### config.mk
export PLATFORM = sky130hd
export DESIGN_NAME = prime_implicant_generator_flat
export DESIGN_NICKNAME = d
export VERILOG_FILES = /design/src/rtl/pig_pkg.sv /design/src/rtl/pig_in_if.sv /design/src/rtl/pig_out_if.sv /design/src/rtl/pig_cfg_if.sv /design/src/rtl/pig_ctrl.sv /design/src/rtl/pig_dp.sv /design/src/rtl/prime_implicant_generator.sv /design/src/flat_wrapper.sv
export SDC_FILE = /design/constraint.sdc
export NUM_CORES = 1
export LEC_CHECK = 0
export ABC_AREA = 0
export ABC_CLOCK_PERIOD_IN_PS = 4220
export BUFFER_PORTS_ARGS = -buffer_cell sky130_fd_sc_hd__buf_2
export CAP_MARGIN = 0
export CORE_UTILIZATION = 62
export DETAILED_ROUTE_END_ITERATION = 12
export PLACE_DENSITY = 0.8
export SYNTH_ARGS = -nofsm -noshare
export SYNTH_HDL_FRONTEND = slang
export SYNTH_SLANG_ARGS = --single-unit
### constraint.sdc
create_clock -name clk -period 4.22 [get_ports clk]
set_input_delay 0.422 -clock clk [delete_from_list [all_inputs] [get_ports clk]]
set_output_delay 0.422 -clock clk [all_outputs]
set_load 0.02 [all_outputs]
### src/rtl/pig_pkg.sv
`timescale 1ns / 1ps

package pig_pkg;

  // Field widths fixed by the channel definitions.
  localparam int unsigned TERM_W = 5;
  localparam int unsigned NV_W   = 3;
  localparam int unsigned CNT_W  = 6;
  localparam int unsigned MAX_RES = 32;
  localparam logic [NV_W-1:0] NV_RESET = 3'd4;

  // Base-3 digit codes of one cube variable.
  localparam logic [1:0] DIG_DASH = 2'd0;
  localparam logic [1:0] DIG_ZERO = 2'd1;
  localparam logic [1:0] DIG_ONE  = 2'd2;

  // Commands from the controller to the datapath.
  typedef struct packed {
    logic load;       // mark the input term in the bitmap
    logic start;      // latch the variable count and reset the scan
    logic step;       // advance to the next cube
    logic take;       // current cube becomes the pending prime
    logic flush;      // send the pending prime as the final result
  } pig_cmd_t;

  // Status from the datapath to the controller.
  typedef struct packed {
    logic prime;      // current cube is a prime implicant
    logic scan_done;  // current cube is the last one
    logic cnt_full;   // result limit reached
    logic pend_v;     // a pending prime is held
    logic out_free;   // the output register can take a result this cycle
    logic map_empty;  // bitmap is all clear
    logic [CNT_W-1:0] count;
  } pig_sts_t;

endpackage

### src/rtl/pig_in_if.sv
`timescale 1ns / 1ps

interface pig_in_if;
  logic valid;
  logic ready;
  logic [pig_pkg::TERM_W-1:0] term;
  logic last;

  modport source (output valid, output term, output last, input ready);
  modport sink (input valid, input term, input last, output ready);
endinterface

### src/rtl/pig_out_if.sv
`timescale 1ns / 1ps

interface pig_out_if;
  logic valid;
  logic ready;
  logic [pig_pkg::TERM_W-1:0] dash_mask;
  logic [pig_pkg::TERM_W-1:0] cube_bits;
  logic last_res;

  modport source (output valid, output dash_mask, output cube_bits, output last_res,
                  input ready);
  modport sink (input valid, input dash_mask, input cube_bits, input last_res,
                output ready);
endinterface

### src/rtl/pig_cfg_if.sv
`timescale 1ns / 1ps

interface pig_cfg_if;
  logic valid;
  logic ready;
  logic [pig_pkg::NV_W-1:0] data;

  modport source (output valid, output data, input ready);
  modport sink (input valid, input data, output ready);
endinterface

### src/rtl/pig_ctrl.sv
`timescale 1ns / 1ps

module pig_ctrl (
  input  logic             clk,
  input  logic             rst_n,
  input  logic             in_valid,
  input  logic             in_last,
  output logic             in_ready,
  input  pig_pkg::pig_sts_t sts,
  output pig_pkg::pig_cmd_t cmd
);

  typedef enum logic [1:0] {
    ST_IDLE,
    ST_SCAN,
    ST_FLUSH
  } state_t;

  state_t state_r;
  state_t state_nxt;
  logic   take_w;
  logic   blocked_w;

  // A prime is kept unless the limit is reached; keeping it pushes the
  // previous pending prime, which needs room in the output register.
  assign take_w    = sts.prime && !sts.cnt_full;
  assign blocked_w = take_w && sts.pend_v && !sts.out_free;

  always_comb begin
    cmd       = '0;
    in_ready  = 1'b0;
    state_nxt = state_r;
    unique case (state_r)
      ST_IDLE: begin
        in_ready = 1'b1;
        if (in_valid) begin
          cmd.load = 1'b1;
          if (in_last) begin
            cmd.start = 1'b1;
            state_nxt = ST_SCAN;
          end
        end
      end
      ST_SCAN: begin
        if (!blocked_w) begin
          cmd.step = 1'b1;
          cmd.take = take_w;
          if (sts.scan_done) begin
            state_nxt = ST_FLUSH;
          end
        end
      end
      ST_FLUSH: begin
        if (sts.out_free) begin
          cmd.flush = 1'b1;
          state_nxt = ST_IDLE;
        end
      end
      default: state_nxt = ST_IDLE;
    endcase
  end

  // State register.
  always_ff @(posedge clk) begin
    if (!rst_n) begin
      state_r <= ST_IDLE;
    end else begin
      state_r <= state_nxt;
    end
  end

endmodule

### src/rtl/pig_dp.sv
`timescale 1ns / 1ps

module pig_dp #(
  parameter int unsigned MAX_VARS = 5
) (
  input  logic                         clk,
  input  logic                         rst_n,
  input  logic [pig_pkg::TERM_W-1:0]   in_term,
  input  logic                         cfg_valid,
  input  logic [pig_pkg::NV_W-1:0]     cfg_data,
  output logic                         out_valid,
  input  logic                         out_ready,
  output logic [pig_pkg::TERM_W-1:0]   out_dash_mask,
  output logic [pig_pkg::TERM_W-1:0]   out_cube_bits,
  output logic                         out_last_res,
  input  pig_pkg::pig_cmd_t            cmd,
  output pig_pkg::pig_sts_t            sts
);

  localparam int unsigned NT = 1 << MAX_VARS;
  localparam logic [pig_pkg::NV_W-1:0] NV_MAX = pig_pkg::NV_W'(MAX_VARS);

  logic [pig_pkg::NV_W-1:0]   num_vars_r;
  logic [pig_pkg::NV_W-1:0]   nv_eff;
  logic [pig_pkg::NV_W-1:0]   nv_r;
  logic [NT-1:0]              present_r;
  logic [1:0]                 dig_r   [MAX_VARS];
  logic [1:0]                 dig_nxt [MAX_VARS];
  logic [pig_pkg::TERM_W-1:0] fmask_in;
  logic [pig_pkg::TERM_W-1:0] fmask_r;
  logic [pig_pkg::TERM_W-1:0] dash_w;
  logic [pig_pkg::TERM_W-1:0] bits_w;
  logic                       prime_w;
  logic                       done_w;
  logic [pig_pkg::TERM_W-1:0] pend_dash_r;
  logic [pig_pkg::TERM_W-1:0] pend_bits_r;
  logic                       pend_v_r;
  logic [pig_pkg::CNT_W-1:0]  count_r;
  logic                       out_v_r;
  logic [pig_pkg::TERM_W-1:0] out_dash_r;
  logic [pig_pkg::TERM_W-1:0] out_bits_r;
  logic                       out_last_r;
  logic                       out_free_w;
  logic                       push_w;

  // True when every minterm of the cube lies in the bitmap.
  function automatic logic is_impl(input logic [pig_pkg::TERM_W-1:0] d,
                                   input logic [pig_pkg::TERM_W-1:0] b,
                                   input logic [pig_pkg::TERM_W-1:0] fm,
                                   input logic [NT-1:0] pres);
    logic ok;
    logic [pig_pkg::TERM_W-1:0] mm;
    ok = 1'b1;
    for (int m = 0; m < NT; m++) begin
      mm = pig_pkg::TERM_W'(m);
      if (((mm & fm) == mm) && ((mm & ~d & fm) == b) && !pres[m]) begin
        ok = 1'b0;
      end
    end
    return ok;
  endfunction

  // Effective variable count, clamped to the supported range.
  always_comb begin
    if (num_vars_r == '0) begin
      nv_eff = pig_pkg::NV_W'(1);
    end else if (num_vars_r > NV_MAX) begin
      nv_eff = NV_MAX;
    end else begin
      nv_eff = num_vars_r;
    end
    fmask_in = pig_pkg::TERM_W'((6'd1 << nv_eff) - 6'd1);
  end

  // Decode the digit counters into the current cube.
  always_comb begin
    dash_w = '0;
    bits_w = '0;
    done_w = 1'b1;
    for (int j = 0; j < MAX_VARS; j++) begin
      if (pig_pkg::NV_W'(j) < nv_r) begin
        if (dig_r[j] == pig_pkg::DIG_DASH) dash_w[j] = 1'b1;
        if (dig_r[j] == pig_pkg::DIG_ONE)  bits_w[j] = 1'b1;
        if (dig_r[j] != pig_pkg::DIG_ONE)  done_w = 1'b0;
      end
    end
  end

  // Prime test: an implicant none of whose one-variable expansions is one.
  always_comb begin
    prime_w = is_impl(dash_w, bits_w, fmask_r, present_r);
    for (int j = 0; j < MAX_VARS; j++) begin
      if ((pig_pkg::NV_W'(j) < nv_r) && !dash_w[j]) begin
        if (is_impl(dash_w | (pig_pkg::TERM_W'(1) << j),
                    bits_w & ~(pig_pkg::TERM_W'(1) << j), fmask_r, present_r)) begin
          prime_w = 1'b0;
        end
      end
    end
  end

  // Base-3 increment of the digit counters, least significant variable first.
  always_comb begin
    logic carry;
    carry = 1'b1;
    for (int j = 0; j < MAX_VARS; j++) begin
      dig_nxt[j] = dig_r[j];
      if ((pig_pkg::NV_W'(j) < nv_r) && carry) begin
        if (dig_r[j] == pig_pkg::DIG_ONE) begin
          dig_nxt[j] = pig_pkg::DIG_DASH;
        end else begin
          dig_nxt[j] = dig_r[j] + 2'd1;
          carry = 1'b0;
        end
      end
    end
  end

  assign out_free_w = !out_v_r || out_ready;
  assign push_w     = cmd.take && pend_v_r;

  // Configuration register.
  always_ff @(posedge clk) begin
    if (!rst_n) begin
      num_vars_r <= pig_pkg::NV_RESET;
    end else if (cfg_valid) begin
      num_vars_r <= cfg_data;
    end
  end

  // Bitmap, scan counters and pending prime.
  always_ff @(posedge clk) begin
    if (!rst_n) begin
      present_r <= '0;
      pend_v_r  <= 1'b0;
      count_r   <= '0;
      nv_r      <= pig_pkg::NV_RESET;
      fmask_r   <= '0;
      for (int j = 0; j < MAX_VARS; j++) dig_r[j] <= pig_pkg::DIG_DASH;
    end else begin
      if (cmd.load) begin
        present_r[MAX_VARS'(in_term & fmask_in)] <= 1'b1;
      end
      if (cmd.start) begin
        nv_r     <= nv_eff;
        fmask_r  <= fmask_in;
        pend_v_r <= 1'b0;
        count_r  <= '0;
        for (int j = 0; j < MAX_VARS; j++) dig_r[j] <= pig_pkg::DIG_DASH;
      end
      if (cmd.step) begin
        for (int j = 0; j < MAX_VARS; j++) dig_r[j] <= dig_nxt[j];
      end
      if (cmd.take) begin
        pend_v_r    <= 1'b1;
        pend_dash_r <= dash_w;
        pend_bits_r <= bits_w;
        count_r     <= count_r + pig_pkg::CNT_W'(1);
      end
      if (cmd.flush) begin
        pend_v_r  <= 1'b0;
        present_r <= '0;
      end
    end
  end

  // Output register.
  always_ff @(posedge clk) begin
    if (!rst_n) begin
      out_v_r <= 1'b0;
    end else if (push_w || cmd.flush) begin
      out_v_r    <= 1'b1;
      out_dash_r <= pend_dash_r;
      out_bits_r <= pend_bits_r;
      out_last_r <= cmd.flush;
    end else if (out_ready) begin
      out_v_r <= 1'b0;
    end
  end

  assign out_valid     = out_v_r;
  assign out_dash_mask = out_dash_r;
  assign out_cube_bits = out_bits_r;
  assign out_last_res  = out_last_r;

  assign sts.prime     = prime_w;
  assign sts.scan_done = done_w;
  assign sts.cnt_full  = (count_r >= pig_pkg::CNT_W'(pig_pkg::MAX_RES));
  assign sts.pend_v    = pend_v_r;
  assign sts.out_free  = out_free_w;
  assign sts.map_empty = (present_r == '0);
  assign sts.count     = count_r;

endmodule

### src/rtl/prime_implicant_generator.sv
`timescale 1ns / 1ps

// Channel    Direction  Payload
// in_ch      sink       term, last
// out_ch     source     dash_mask, cube_bits, last_res
// cfg_ch     sink       data (num_vars)
//
// Each term is accepted while idle; a term marked last starts a scan.
// The scan tests one cube per cycle over all 3^n cubes for n variables, then
// sends the final prime; a stalled output holds the scan.
// Reset is synchronous, active low, and clears the bitmap; num_vars is 4.
// Terms are refused while a scan runs; configuration is always accepted.

module prime_implicant_generator #(
  parameter int unsigned MAX_VARS = 5
) (
  input logic clk,
  input logic rst_n,
  pig_in_if.sink    in_ch,
  pig_out_if.source out_ch,
  pig_cfg_if.sink   cfg_ch
);

  pig_pkg::pig_cmd_t cmd;
  pig_pkg::pig_sts_t sts;

  assign cfg_ch.ready = 1'b1;

  // Sequencing.
  pig_ctrl u_ctrl (
    .clk      (clk),
    .rst_n    (rst_n),
    .in_valid (in_ch.valid),
    .in_last  (in_ch.last),
    .in_ready (in_ch.ready),
    .sts      (sts),
    .cmd      (cmd)
  );

  // Bitmap, cube scan and result registers.
  pig_dp #(
    .MAX_VARS (MAX_VARS)
  ) u_dp (
    .clk           (clk),
    .rst_n         (rst_n),
    .in_term       (in_ch.term),
    .cfg_valid     (cfg_ch.valid),
    .cfg_data      (cfg_ch.data),
    .out_valid     (out_ch.valid),
    .out_ready     (out_ch.ready),
    .out_dash_mask (out_ch.dash_mask),
    .out_cube_bits (out_ch.cube_bits),
    .out_last_res  (out_ch.last_res),
    .cmd           (cmd),
    .sts           (sts)
  );

  // No pending prime is left over when terms are accepted again.
  a_idle_no_pend: assert property (@(posedge clk) disable iff (!rst_n)
    in_ch.ready |-> !sts.pend_v)
    else $error("pending prime held while idle");

  // The result count never exceeds the limit.
  a_count_limit: assert property (@(posedge clk) disable iff (!rst_n)
    sts.count <= pig_pkg::CNT_W'(pig_pkg::MAX_RES))
    else $error("result count over limit");

  // The bitmap is clear after a solve completes.
  a_map_cleared: assert property (@(posedge clk) disable iff (!rst_n)
    cmd.flush |=> sts.map_empty)
    else $error("bitmap not cleared after solve");

endmodule
### src/flat_wrapper.sv
// flat-port wrapper written by rule: the top's interface ports become plain ports
module prime_implicant_generator_flat 
#(
  parameter int unsigned MAX_VARS = 5
)
  (clk, rst_n, in_ch_valid, in_ch_term, in_ch_last, in_ch_ready, out_ch_valid, out_ch_dash_mask, out_ch_cube_bits, out_ch_last_res, out_ch_ready, cfg_ch_valid, cfg_ch_data, cfg_ch_ready);
  pig_in_if in_ch_i ();
  pig_out_if out_ch_i ();
  pig_cfg_if cfg_ch_i ();
  input logic clk;
  input logic rst_n;
  input wire logic [$bits(in_ch_i.valid)-1:0] in_ch_valid;
  input wire logic [$bits(in_ch_i.term)-1:0] in_ch_term;
  input wire logic [$bits(in_ch_i.last)-1:0] in_ch_last;
  output wire logic [$bits(in_ch_i.ready)-1:0] in_ch_ready;
  output wire logic [$bits(out_ch_i.valid)-1:0] out_ch_valid;
  output wire logic [$bits(out_ch_i.dash_mask)-1:0] out_ch_dash_mask;
  output wire logic [$bits(out_ch_i.cube_bits)-1:0] out_ch_cube_bits;
  output wire logic [$bits(out_ch_i.last_res)-1:0] out_ch_last_res;
  input wire logic [$bits(out_ch_i.ready)-1:0] out_ch_ready;
  input wire logic [$bits(cfg_ch_i.valid)-1:0] cfg_ch_valid;
  input wire logic [$bits(cfg_ch_i.data)-1:0] cfg_ch_data;
  output wire logic [$bits(cfg_ch_i.ready)-1:0] cfg_ch_ready;
  assign in_ch_i.valid = in_ch_valid;
  assign in_ch_i.term = in_ch_term;
  assign in_ch_i.last = in_ch_last;
  assign in_ch_ready = in_ch_i.ready;
  assign out_ch_valid = out_ch_i.valid;
  assign out_ch_dash_mask = out_ch_i.dash_mask;
  assign out_ch_cube_bits = out_ch_i.cube_bits;
  assign out_ch_last_res = out_ch_i.last_res;
  assign out_ch_i.ready = out_ch_ready;
  assign cfg_ch_i.valid = cfg_ch_valid;
  assign cfg_ch_i.data = cfg_ch_data;
  assign cfg_ch_ready = cfg_ch_i.ready;
  prime_implicant_generator #(.MAX_VARS(MAX_VARS)) u_core (.clk(clk), .rst_n(rst_n), .in_ch(in_ch_i), .out_ch(out_ch_i), .cfg_ch(cfg_ch_i));
endmodule
==> impl_metrics.tcl <==
set metrics [dict create \
    hold_buffers 0 \
    reg2reg_depth 13 \
    numPortBuffers 26 \
    clock-skew-final_ns 0.0130 \
    setup_viol 0 \
    root_buffer "clkbuf_8" \
    synth_area_leaders "dfxtp_1, edfxtp_1, o21ai_0" \
    globalplace.congestion 1.08 \
    crit_fanout 9 \
    track_usage_pct 40.6 \
    area_delta_synth_final_pct 10.2 \
    cts_max_level 3 \
    start_kind "register" \
    start_util_pct 64.4 \
    place_worst_setup_slack_ns 0.253 \
    slew_violations 0 \
    yosysSeqAreaShare_pct 35.1 \
    setup-tns-final_ns 0 \
    avgSynthCellArea_um2 8.15 \
    via_per_inst 7.20 \
    grt_antenna_before_repair 0 \
    p_leak_nw 2.32 \
    worstPathRequired_ns 4.26 \
    ys_ff_latch 84 \
    layout_common_cells "nor2_1, o21ai_0, a21oi_1" \
    vias 6088 \
    yosysTopAreaCell "dfxtp_1" \
    slew_headroom_pct 19.1 \
    grt_first_pass_wirelength_um 29900 \
    hold_start "cfg_ch_data[2]" \
    clockBufferDepth 2 \
    p_per_area_mw_per_mm2 319 \
    ant_nets 0 \
    final_common_cell "nor2_1" \
    crit_path_end_kind "register" \
    r2r_slack_ns 0.17 \
    dpl.cell_count 829 \
    arrival_ns 4.09 \
    status "finished, violations left" \
    synth_edf_count 31 \
    stdcell_count 845 \
    cts_sinks 84 \
    dieArea_mm2 0.00953 \
    hold-path-endpoint "u_core.u_dp.num_vars_r[2]" \
    synthArstFlopShare_pct 0 \
    hp-class "input pin to register" \
    cts_buffers 9 \
    fin_crit_sh_pct 95.9 \
    r2r_start "u_core.u_dp.dig_r[0][2]" \
    worstHoldPathCells 3 \
    core_area_mm2 0.00881 \
    grt_max_degree 39 \
    fmax_mhz 247 \
    hold_viol 0 \
    drt-total-wl_um 19200 \
    rr_endpoint "u_core.u_dp.dig_r[0][5]" \
    ioPinCount 28 \
    netlist.area_leader.share_pct 18.7 \
    syn_inst 696 \
    violations "design-rule violations" \
    rows 34 \
    route.detailed.drc 3 \
    dieWidth_um 97.6 \
    period_needed_ns 4.05 \
    fin_nets 759 \
    peakVddDrop_mv 0.227 \
    dr.pass1.iters 12 \
    synth_ff_type "dfxtp_1" \
    maxCapViolCount 0 \
    yosys.cell_types.count 83 \
    cts_tree "done" \
    clk_latency_ns 0.36 \
    synth_area_mm2 0.00567 \
    drt-initial-drc-count 903 \
    path_class "register to register" \
    dpl_cell_area_mm2 0.00606 \
    synth_warnings 0 \
    wl_per_cell_um 22.7 \
    die_y_um 97.6 \
    drive_gt1_share_pct 15.1 \
    final_area_mm2 0.00625 \
    clk_pin_slew_ns 0.09 \
    fin_ws_ns 0.175 \
    grt_pass1_vias 5627 \
    tightest_slew_ns 1.21 \
    cts_setup_buffers 0 \
    dp_hpwl_um 14300 \
    overflow 0 \
    antenna_cells 0 \
]
## critical path, stage by stage (launching register included)
cell	delay (ns)
edfxtp_1	0.38
inv_1	0.07
ha_1	0.24
xnor2_1	0.70
o32ai_4	0.25
nand2_2	0.17
or4_1	0.14
o211ai_1	0.10
or4_1	0.50
o2111ai_2	0.30
nor2_2	0.10
a21o_4	0.26
buf_4	0.18
o31ai_2	0.32
## report_power, final
part | leakage, nW | switching, mW | internal, mW
logic | 1.51 | 0.345 | 0.183
clock network | 0.0893 | 0.330 | 0.234
registers | 0.725 | 0.0364 | 0.865
## registers in the layout, indices dropped and copies added (netlist names)
register,count
u_core.u_dp.count_r,6
u_core.u_dp.out_dash_mask,5
u_core.u_dp.out_valid,1
u_core.u_dp.present_r,32
u_core.u_dp.out_cube_bits,5
u_core.u_dp.dig_r,10
u_core.u_dp.out_last_res,1
u_core.u_dp.num_vars_r,3
u_core.u_dp.fmask_r,5
u_core.u_dp.nv_r,3
u_core.u_dp.pend_dash_r,5
u_core.u_dp.pend_v_r,1
u_core.u_ctrl.state_r,2
u_core.u_dp.pend_bits_r,5
## stage by stage
stage / utilization [%] / hold slack (ns) / power [mW]
2_1_floorplan: - / 0.400 / 1.24
3_3_place_gp: 68.8 / 0.403 / 1.41
3_5_place_dp: 68.8 / 0.405 / 1.41
4_1_cts: 70.9 / 0.269 / 1.96
5_1_grt: 71.0 / 0.272 / 2.04
6_report: 71.0 / 0.269 / 1.99
## cell usage after synthesis (5+ instances only)
master    number
o32ai_1        6
buf_2          9
nor2_1        85
edfxtp_1      31
buf_4          5
nand4_1       12
nand3b_1       9
nor3_1        13
a21o_1         6
nand3_1       18
nor3b_1       10
ha_1          13
a22oi_1        8
a21boi_0       6
inv_1         23
nor2b_1       15
and3_1         8
a32oi_1        6
clkbuf_1      25
a21oi_1       56
mux2i_1        6
nor4b_1        5
o21ai_0       66
and2_1        14
dfxtp_1       53
nand2_1       50
nand2b_1      21
o21a_1         7
## worst max-delay path by stage
stage	start	slack [ns]	end	cells past startpoint
after CTS	u_core.u_dp.dig_r[0][2]	0.23	u_core.u_dp.dig_r[0][9]	12
after detailed placement	u_core.u_dp.dig_r[0][2]	0.25	u_core.u_dp.dig_r[0][9]	12
after global placement	u_core.u_dp.dig_r[0][4]	0.35	u_core.u_dp.pend_bits_r[2]	13
final	u_core.u_dp.dig_r[0][2]	0.17	u_core.u_dp.dig_r[0][5]	13
after global routing	u_core.u_dp.dig_r[0][6]	-0.01	u_core.u_dp.dig_r[0][7]	13
after floorplan	u_core.u_dp.dig_r[0][6]	0.71	u_core.u_dp.dig_r[0][8]	13
## per-layer routing
layer / GRT usage [%] / share of wire [%]
met5: 0 / 0
met3: 11.4 / 13
met2: 62.0 / 43
met4: 20.9 / 5.7
met1: 52.2 / 38
## kinds of logic after synthesis
family / after synthesis / share of synthesized area (%)
simple gates: 296 / 28.3
mux: 6 / 1.06
compound gates: 223 / 26.3
xor+xnor: 6 / 0.927
buf+inv: 67 / 5.36
other cells: 1 / 0.0661
fa+ha+maj: 13 / 2.87
flops: 84 / 35.1
## cell type report
class	count	area (um^2)
well taps	108	135
multi-input cells	546	3380
fillers	676	2560
repair buffers	67	463
flip-flops and latches	84	1990
clock inverters	6	46.3
clock buffers	10	138
inverters	24	90.1
## repair_timing
| item | in CTS | in global routing |
|---|---|---|
| endpoints found under the hold margin | 0 | 0 |
| resized for setup | 0 | 1 |
| endpoints found under the setup margin | 0 | 2 |
Note: power is estimated with default switching activity, not from simulation.
